**src/rtl/sat_pkg.sv**
```systemverilog
// Shared types and codes for the section address translator.
// Used by sat_ctrl, sat_datapath and section_address_translator_unit.
package sat_pkg;

  typedef enum logic [1:0] {
    MODE_LOAD = 2'd0,
    MODE_V2F  = 2'd1,
    MODE_F2V  = 2'd2,
    MODE_RSVD = 2'd3
  } mode_t;

  typedef enum logic [2:0] {
    ST_LOADED     = 3'd0,
    ST_HEADER     = 3'd1,
    ST_TRANSLATED = 3'd2,
    ST_RANGE      = 3'd3,
    ST_NOSECT     = 3'd4
  } status_t;

  typedef enum logic [1:0] {
    CFG_HEADERS_SIZE  = 2'd0,
    CFG_IMAGE_SIZE    = 2'd1,
    CFG_SECTION_COUNT = 2'd2
  } cfg_reg_t;

  typedef enum logic [1:0] {
    ADDR_ZERO  = 2'd0,
    ADDR_QUERY = 2'd1,
    ADDR_XLATE = 2'd2
  } addr_sel_t;

  typedef enum logic [1:0] {
    S_IDLE   = 2'd0,
    S_DECODE = 2'd1,
    S_LAST   = 2'd2,
    S_SCAN   = 2'd3
  } state_t;

  typedef struct packed {
    logic [31:0] vstart;
    logic [31:0] vsize;
    logic [31:0] fstart;
    logic [31:0] fsize;
  } section_t;

  // controller to datapath
  typedef struct packed {
    logic      capture;
    logic      mem_wr;
    logic      rd_en;
    logic      finish;
    status_t   status;
    addr_sel_t addr_sel;
  } ctl_cmd_t;

  // datapath to controller
  typedef struct packed {
    logic is_load;
    logic is_v2f;
    logic is_f2v;
    logic hdr;
    logic over_image;
    logic beyond_last;
    logic hit;
  } dp_stat_t;

endpackage

```
**src/rtl/section_address_translator_unit.sv**
```systemverilog
// Section address translator: translates addresses between the virtual and
// file layouts of an image through a table of MAX_SECTIONS section entries.
// An item is accepted when start is high and busy is low; its result shows
// for one cycle with done high, and the receiver cannot stall it. Loads and
// header, virtual out-of-range and reserved queries finish at decode. A file
// query outside the headers with n nonzero (n = active section count) first
// reads the last entry and finishes if it lies past that section; else a
// search scans up to n entries, one entry per cycle, in the table memory
// with its one registered read port. Configuration writes are always ready
// and are applied at once; write them only while busy is low and no result
// is pending.
// Depends on sat_pkg, sat_ctrl and sat_datapath.
module section_address_translator_unit #(
  parameter int MAX_SECTIONS = 16
) (
  input  logic        clk,
  input  logic        rst,
  input  logic        start,
  output logic        busy,
  input  logic [1:0]  mode,
  input  logic [3:0]  entry_index,
  input  logic [31:0] query_address,
  input  logic [31:0] entry_virtual_start,
  input  logic [31:0] entry_virtual_size,
  input  logic [31:0] entry_file_start,
  input  logic [31:0] entry_file_size,
  output logic        done,
  output logic [31:0] translated_address,
  output logic [2:0]  status,
  input  logic        cfg_valid,
  output logic        cfg_ready,
  input  logic [1:0]  cfg_index,
  input  logic [31:0] cfg_data
);

  localparam int IDX_W = (MAX_SECTIONS > 1) ? $clog2(MAX_SECTIONS) : 1;
  localparam int CNT_W = $clog2(MAX_SECTIONS + 1);

  sat_pkg::ctl_cmd_t cmd;
  sat_pkg::dp_stat_t stat;
  logic [CNT_W-1:0]  n;
  logic [IDX_W-1:0]  rd_addr;

  assign cfg_ready = 1'b1;

  sat_ctrl #(
    .IDX_W (IDX_W),
    .CNT_W (CNT_W)
  ) u_ctrl (
    .clk     (clk),
    .rst     (rst),
    .start   (start),
    .busy    (busy),
    .stat    (stat),
    .n       (n),
    .cmd     (cmd),
    .rd_addr (rd_addr)
  );

  sat_datapath #(
    .MAX_SECTIONS (MAX_SECTIONS),
    .IDX_W        (IDX_W),
    .CNT_W        (CNT_W)
  ) u_datapath (
    .clk                 (clk),
    .rst                 (rst),
    .cfg_valid           (cfg_valid & cfg_ready),
    .cfg_index           (cfg_index),
    .cfg_data            (cfg_data),
    .mode                (mode),
    .entry_index         (entry_index),
    .query_address       (query_address),
    .entry_virtual_start (entry_virtual_start),
    .entry_virtual_size  (entry_virtual_size),
    .entry_file_start    (entry_file_start),
    .entry_file_size     (entry_file_size),
    .cmd                 (cmd),
    .rd_addr             (rd_addr),
    .stat                (stat),
    .n                   (n),
    .done                (done),
    .translated_address  (translated_address),
    .status              (status)
  );

  // an accepted item keeps the block busy until its result is issued
  assert property (@(posedge clk) disable iff (rst) (start && !busy) |=> busy)
    else $error("accepted item did not make the block busy");

  // every result follows a cycle in which an item was in progress
  assert property (@(posedge clk) disable iff (rst) done |-> $past(busy))
    else $error("result issued with no item in progress");

  // a load always answers with a zero address
  assert property (@(posedge clk) disable iff (rst)
    (done && (status == sat_pkg::ST_LOADED)) |-> (translated_address == 32'd0))
    else $error("load result carries a nonzero address");

  // the table is never read when there are no active sections
  assert property (@(posedge clk) disable iff (rst)
    cmd.rd_en |-> (n != '0))
    else $error("table read with no active sections");

endmodule

```
**src/rtl/sat_ctrl.sv**
```systemverilog
// Controller FSM for the section address translator: sequences decode,
// the last-section range check and the section scan. Depends on sat_pkg.
module sat_ctrl #(
  parameter int IDX_W = 4,
  parameter int CNT_W = 5
) (
  input  logic                 clk,
  input  logic                 rst,
  input  logic                 start,
  output logic                 busy,
  input  sat_pkg::dp_stat_t    stat,
  input  logic [CNT_W-1:0]     n,
  output sat_pkg::ctl_cmd_t    cmd,
  output logic [IDX_W-1:0]     rd_addr
);

  sat_pkg::state_t   state, state_next;
  logic [CNT_W-1:0]  cursor, cursor_next;
  logic              pend, pend_next;
  logic [CNT_W-1:0]  last_idx;

  assign last_idx = n - 1'b1;
  assign busy     = (state != sat_pkg::S_IDLE);

  always_ff @(posedge clk) begin
    if (rst) begin
      state  <= sat_pkg::S_IDLE;
      cursor <= '0;
      pend   <= 1'b0;
    end else begin
      state  <= state_next;
      cursor <= cursor_next;
      pend   <= pend_next;
    end
  end

  always_comb begin
    state_next   = state;
    cursor_next  = cursor;
    pend_next    = pend;
    rd_addr      = cursor[IDX_W-1:0];
    cmd.capture  = 1'b0;
    cmd.mem_wr   = 1'b0;
    cmd.rd_en    = 1'b0;
    cmd.finish   = 1'b0;
    cmd.status   = sat_pkg::ST_RANGE;
    cmd.addr_sel = sat_pkg::ADDR_ZERO;
    case (state)
      sat_pkg::S_IDLE: begin
        if (start) begin
          cmd.capture = 1'b1;
          state_next  = sat_pkg::S_DECODE;
        end
      end
      sat_pkg::S_DECODE: begin
        cursor_next = '0;
        pend_next   = 1'b0;
        if (stat.is_load) begin
          cmd.mem_wr = 1'b1;
          cmd.finish = 1'b1;
          cmd.status = sat_pkg::ST_LOADED;
          state_next = sat_pkg::S_IDLE;
        end else if (!stat.is_v2f && !stat.is_f2v) begin
          cmd.finish = 1'b1;
          cmd.status = sat_pkg::ST_RANGE;
          state_next = sat_pkg::S_IDLE;
        end else if (stat.hdr) begin
          cmd.finish   = 1'b1;
          cmd.status   = sat_pkg::ST_HEADER;
          cmd.addr_sel = sat_pkg::ADDR_QUERY;
          state_next   = sat_pkg::S_IDLE;
        end else if (stat.is_v2f && stat.over_image) begin
          cmd.finish = 1'b1;
          cmd.status = sat_pkg::ST_RANGE;
          state_next = sat_pkg::S_IDLE;
        end else if (stat.is_f2v && (n != '0)) begin
          // fetch the last section for the file range check
          cmd.rd_en  = 1'b1;
          rd_addr    = last_idx[IDX_W-1:0];
          state_next = sat_pkg::S_LAST;
        end else begin
          state_next = sat_pkg::S_SCAN;
        end
      end
      sat_pkg::S_LAST: begin
        if (stat.beyond_last) begin
          cmd.finish   = 1'b1;
          cmd.status   = sat_pkg::ST_RANGE;
          cmd.addr_sel = sat_pkg::ADDR_QUERY;
          state_next   = sat_pkg::S_IDLE;
        end else begin
          state_next = sat_pkg::S_SCAN;
        end
      end
      sat_pkg::S_SCAN: begin
        // check the entry read last cycle while fetching the next one
        if (pend && stat.hit) begin
          cmd.finish   = 1'b1;
          cmd.status   = sat_pkg::ST_TRANSLATED;
          cmd.addr_sel = sat_pkg::ADDR_XLATE;
          state_next   = sat_pkg::S_IDLE;
        end else if (cursor < n) begin
          cmd.rd_en   = 1'b1;
          cursor_next = cursor + 1'b1;
          pend_next   = 1'b1;
        end else begin
          cmd.finish   = 1'b1;
          cmd.status   = sat_pkg::ST_NOSECT;
          cmd.addr_sel = stat.is_f2v ? sat_pkg::ADDR_QUERY : sat_pkg::ADDR_ZERO;
          state_next   = sat_pkg::S_IDLE;
        end
      end
      default: begin
        state_next = sat_pkg::S_IDLE;
      end
    endcase
  end

endmodule

```
**src/rtl/sat_datapath.sv**
```systemverilog
// Datapath for the section address translator: configuration registers,
// section table memory, range compares and result registers. Depends on sat_pkg.
module sat_datapath #(
  parameter int MAX_SECTIONS = 16,
  parameter int IDX_W        = 4,
  parameter int CNT_W        = 5
) (
  input  logic                 clk,
  input  logic                 rst,
  input  logic                 cfg_valid,
  input  logic [1:0]           cfg_index,
  input  logic [31:0]          cfg_data,
  input  logic [1:0]           mode,
  input  logic [3:0]           entry_index,
  input  logic [31:0]          query_address,
  input  logic [31:0]          entry_virtual_start,
  input  logic [31:0]          entry_virtual_size,
  input  logic [31:0]          entry_file_start,
  input  logic [31:0]          entry_file_size,
  input  sat_pkg::ctl_cmd_t    cmd,
  input  logic [IDX_W-1:0]     rd_addr,
  output sat_pkg::dp_stat_t    stat,
  output logic [CNT_W-1:0]     n,
  output logic                 done,
  output logic [31:0]          translated_address,
  output logic [2:0]           status
);

  logic [31:0]       headers_size;
  logic [31:0]       image_size;
  logic [4:0]        section_count;

  sat_pkg::mode_t    mode_r;
  logic [3:0]        idx_r;
  logic [31:0]       addr_r;
  sat_pkg::section_t entry_r;

  sat_pkg::section_t mem [MAX_SECTIONS];
  sat_pkg::section_t rdata;

  logic [7:0]        cnt_ext;
  logic [7:0]        n_wide;
  logic [7:0]        idx_ext;
  logic              idx_ok;

  logic [31:0]       start_sel;
  logic [31:0]       size_sel;
  logic [31:0]       base_sel;
  logic [32:0]       end_sel;
  logic [32:0]       last_end;
  logic [31:0]       xlate;

  always_ff @(posedge clk) begin
    if (rst) begin
      headers_size  <= '0;
      image_size    <= '0;
      section_count <= '0;
    end else if (cfg_valid) begin
      case (cfg_index)
        sat_pkg::CFG_HEADERS_SIZE:  headers_size  <= cfg_data;
        sat_pkg::CFG_IMAGE_SIZE:    image_size    <= cfg_data;
        sat_pkg::CFG_SECTION_COUNT: section_count <= cfg_data[4:0];
        default: ;
      endcase
    end
  end

  // clamp the entry count to the table depth
  assign cnt_ext = {3'b000, section_count};
  assign n_wide  = (cnt_ext > 8'(MAX_SECTIONS)) ? 8'(MAX_SECTIONS) : cnt_ext;
  assign n       = n_wide[CNT_W-1:0];

  always_ff @(posedge clk) begin
    if (cmd.capture) begin
      mode_r         <= sat_pkg::mode_t'(mode);
      idx_r          <= entry_index;
      addr_r         <= query_address;
      entry_r.vstart <= entry_virtual_start;
      entry_r.vsize  <= entry_virtual_size;
      entry_r.fstart <= entry_file_start;
      entry_r.fsize  <= entry_file_size;
    end
  end

  assign idx_ext = {4'b0000, idx_r};
  assign idx_ok  = (idx_ext < 8'(MAX_SECTIONS));

  always_ff @(posedge clk) begin
    if (cmd.mem_wr && idx_ok) begin
      mem[idx_ext[IDX_W-1:0]] <= entry_r;
    end
    if (cmd.rd_en) begin
      rdata <= mem[rd_addr];
    end
  end

  assign stat.is_load = (mode_r == sat_pkg::MODE_LOAD);
  assign stat.is_v2f  = (mode_r == sat_pkg::MODE_V2F);
  assign stat.is_f2v  = (mode_r == sat_pkg::MODE_F2V);
  assign stat.hdr        = (addr_r < headers_size);
  assign stat.over_image = (addr_r > image_size);

  assign last_end         = {1'b0, rdata.fstart} + {1'b0, rdata.fsize};
  assign stat.beyond_last = ({1'b0, addr_r} > last_end);

  assign start_sel = stat.is_f2v ? rdata.fstart : rdata.vstart;
  assign size_sel  = stat.is_f2v ? rdata.fsize  : rdata.vsize;
  assign base_sel  = stat.is_f2v ? rdata.vstart : rdata.fstart;
  assign end_sel   = {1'b0, start_sel} + {1'b0, size_sel};
  assign stat.hit  = (addr_r >= start_sel) && ({1'b0, addr_r} <= end_sel);
  assign xlate     = base_sel + (addr_r - start_sel);

  always_ff @(posedge clk) begin
    if (rst) begin
      done <= 1'b0;
    end else begin
      done <= cmd.finish;
    end
  end

  always_ff @(posedge clk) begin
    if (cmd.finish) begin
      status <= cmd.status;
      case (cmd.addr_sel)
        sat_pkg::ADDR_QUERY: translated_address <= addr_r;
        sat_pkg::ADDR_XLATE: translated_address <= xlate;
        default:             translated_address <= '0;
      endcase
    end
  end

endmodule

```
**config.mk**
```make
export PLATFORM = sky130hd
export DESIGN_NAME = section_address_translator_unit
export DESIGN_NICKNAME = d
export VERILOG_FILES = /design/src/rtl/sat_pkg.sv /design/src/rtl/section_address_translator_unit.sv /design/src/rtl/sat_ctrl.sv /design/src/rtl/sat_datapath.sv
export SDC_FILE = /design/constraint.sdc
export NUM_CORES = 2
export LEC_CHECK = 0
export BUFFER_PORTS_ARGS = -buffer_cell sky130_fd_sc_hd__buf_2
export CAP_MARGIN = 40
export CORE_AREA = 2 2 408 410
export CTS_BUF_LIST = sky130_fd_sc_hd__clkbuf_16
export CTS_CLUSTER_SIZE = 10
export DETAILED_ROUTE_END_ITERATION = 16
export DIE_AREA = 0 0 410 412
export PLACE_DENSITY = 0.78
export SYNTH_ARGS = -nofsm -noshare
export SYNTH_HDL_FRONTEND = slang
export SYNTH_SLANG_ARGS = --single-unit
```
**constraint.sdc**
```tcl
create_clock -name clk -period 20.4 [get_ports clk]
set_input_delay 1.02 -clock clk [delete_from_list [all_inputs] [get_ports clk]]
set_output_delay 1.02 -clock clk [all_outputs]
set_load 0.02 [all_outputs]
```
==> impl_metrics.json <==
{
  "status": "finished, final reports clean",
  "antenna_found_initial": 15,
  "tns_ps": 0,
  "powerDensity_mw_per_mm2": 93.6,
  "rows": 149,
  "cts_resized": 0,
  "mostFrequentLayoutCells": "edfxtp_1 (2377), mux2i_1 (946), o22ai_1 (420)",
  "max_cap_violations": 0,
  "seq_area_frac_synth_pct": 71.9,
  "min_path_cells": 1,
  "die_area_mm2": 0.169,
  "r2r-start": "u_datapath.mode_r[0]",
  "ys_async_sr_fraction_pct": 0,
  "postLayoutCoreUtil_pct": 69.4,
  "worstSetupPathType": "reg -> reg",
  "slew_headroom_pct": 22.8,
  "grt_first_pass_wirelength_um": 380000,
  "port_buffers": 240,
  "cts_tree": "done",
  "hold_viol_final": 0,
  "ys_ff_latch": 2455,
  "grt_pass1_vias": 57955,
  "min_period_ps": 9360,
  "start_util_pct": 61.8,
  "fin_nets": 7162,
  "avgSynthCellArea_um2": 16.2,
  "leakagePower_nw": 36.9,
  "cts-root-buf": "clkbuf_16",
  "skew_ps": 65.0,
  "htree_num_levels": 5,
  "ff2ff_setup_slack_ps": 11040,
  "drcViolationCount": 0,
  "vias": 59218,
  "r2r_cells": 33,
  "worstReg2RegEnd": "u_datapath.translated_address[19]",
  "syn_nets": 6775,
  "place_congestion": 0.925,
  "drt_wl_total_um": 263000,
  "die_w_um": 410,
  "critPathSlowestCell": "ha_1",
  "hold_class": "in -> reg",
  "cp-end-kind": "flop",
  "max_stage_delay_ps": 710,
  "clkSinkCount": 2455,
  "drv_slew": 0,
  "fmax_mhz": 107,
  "setup_violations": 0,
  "die_h_um": 412,
  "io_pins": 242,
  "dp_hpwl_um": 153000,
  "worstPathMaxFanout": 67,
  "post_dp_cell_area_mm2": 0.106,
  "worstHoldEndpoint": "u_datapath.entry_r[37]",
  "yosys_warnings": 0,
  "routedWlPerCell_um": 29.5,
  "synth_flop_cell": "edfxtp_1",
  "drive_gt1_share_pct": 12.1,
  "cts_setup_buffers": 0,
  "track_usage_pct": 30.8,
  "stdcell_count": 8908,
  "firstDrtPassIters": 7,
  "syn_inst": 6276,
  "synth-edff-count": 2377,
  "rsz0062_at_grt": "no",
  "vias_per_cell": 6.65,
  "cp_data_required_time_ps": 21030,
  "synthDistinctLibCells": 83,
  "stdcell_area_mm2": 0.114,
  "core-area_mm2": 0.164,
  "cp.arrival_ps": 9990,
  "synth.cell_area_mm2": 0.101,
  "worstHoldStart": "entry_file_start[5]",
  "dp_cells": 8551,
  "cts-hold-fix-buffers": 0,
  "final_antenna_net_count": 0,
  "synthToLayoutAreaGrowth_pct": 12.4,
  "tightest_slew_ps": 1160,
  "drt_iter0_markers": 8093,
  "insertion_delay_ps": 930,
  "grt-ovfl-total": 0,
  "grt_max_degree": 137,
  "fin_crit_sh_pct": 45.9,
  "ir_worst_vdd_v": 0.0000870,
  "clock_path_buffers": 4,
  "path_clk_slew_ps": 60,
  "start_kind": "flop",
  "hold_ws_ps": 270,
  "final_common_cell": "edfxtp_1",
  "cts_made_buffers": 299
}
-- critical path: cells and delay by family (launching register included) --
family / cells / cell delay, ps
AO/OA/AOI/OAI: 16 / 4060
XOR/XNOR: 1 / 140
adder cells (fa/ha/maj): 5 / 1770
buffers and inverters: 3 / 890
flip-flops: 1 / 390
multiplexers: 1 / 440
AND/OR/NAND/NOR: 7 / 1380
-- synthesized netlist by cell type (35+ instances only) --
library cell / number / area share, %
inv_1: 137 / 0.51
nor2_1: 116 / 0.43
edfxtp_1: 2377 / 70
buf_2: 117 / 0.58
xor2_1: 42 / 0.36
a21o_1: 84 / 0.62
o22ai_1: 420 / 2.6
or4_1: 110 / 0.81
ha_1: 292 / 3.6
or3_1: 35 / 0.22
nand3_1: 38 / 0.19
nand2_1: 415 / 1.5
mux2_2: 56 / 0.62
mux2i_1: 949 / 9.4
clkbuf_1: 120 / 0.44
a21oi_1: 185 / 0.91
o21ai_0: 70 / 0.35
xnor2_1: 84 / 0.73
a32oi_1: 97 / 0.84
nand4_1: 37 / 0.23
dfxtp_1: 78 / 1.5
-- logic make-up (layout without fill, tap and decap cells) --
logic type               Yosys count  count (layout)  share of synthesized area [%]
flip-flops                      2455            2455                           71.9
AO/OA/AOI/OAI                   1037            1037                           6.78
multiplexers                    1006            1006                           10.0
AND/OR/NAND/NOR                  927             927                           4.65
buffers and inverters            428             862                           1.92
adder cells (fa/ha/maj)          296             296                           3.67
XOR/XNOR                         126             126                           1.09
other                              1              10                        0.00370
-- flip-flops by register name, indices dropped and copies added, names as in the netlist, 3 cells and up --
name                           cells
u_datapath.mem                  2048
u_datapath.entry_r               128
u_datapath.rdata                 128
u_datapath.addr_r                 32
u_datapath.headers_size           32
u_datapath.image_size             32
u_datapath.translated_address     32
u_ctrl.cursor                      5
u_datapath.section_count           5
u_datapath.idx_r                   4
u_datapath.status                  3
-- per-layer routing --
metal  share of wire, %  track usage (%)  wire, µm  vias to the layer above
met1                 40             43.7    104000                    29550
met3                 10             5.21     26500                      609
met4                4.0             12.6     10600                       14
met5              0.043                0       114                        -
met2                 46             47.9    122000                     3551
li1                   -                -         -                    25494
-- area by class of cell --
class,instances,area (µm²)
diodes,9,22.5
repair buffers,377,2950
well taps,2189,2740
clock inverters,40,230
inverters,137,514
flip-flops and latches,2455,72900
fillers,10225,50200
multi-input cells,3393,26900
clock buffers,308,7710
-- through the flow --
stage / power (mW) / setup WS (ps)
4_1_cts: 10.7 / 11130
3_5_place_dp: 6.27 / 11170
5_1_grt: 10.9 / 10280
6_report: 10.7 / 11040
3_3_place_gp: 6.25 / 11290
2_1_floorplan: 6.09 / 4510
-- worst max-delay path by stage --
stage	startpoint	slack (ps)	end	cells past startpoint
CTS	u_datapath.mode_r[0]	11130	u_datapath.translated_address[19]	33
global route	u_datapath.mode_r[0]	10280	u_datapath.translated_address[19]	33
floorplan	u_datapath.mode_r[0]	4510	u_datapath.rdata[0]	28
finish	u_datapath.mode_r[0]	11040	u_datapath.translated_address[19]	33
global placement	u_datapath.mode_r[0]	11290	u_datapath.translated_address[19]	33
detailed placement	u_datapath.mode_r[0]	11170	u_datapath.translated_address[19]	33
-- where the power goes --
part / switching [mW] / internal (mW) / leakage, nW
registers: 0.120 / 5.63 / 22.1
logic: 0.262 / 0.168 / 10.8
clock network: 1.83 / 2.66 / 3.99
total: 2.21 / 8.46 / 36.9
Note: power is estimated with default switching activity, not from simulation.
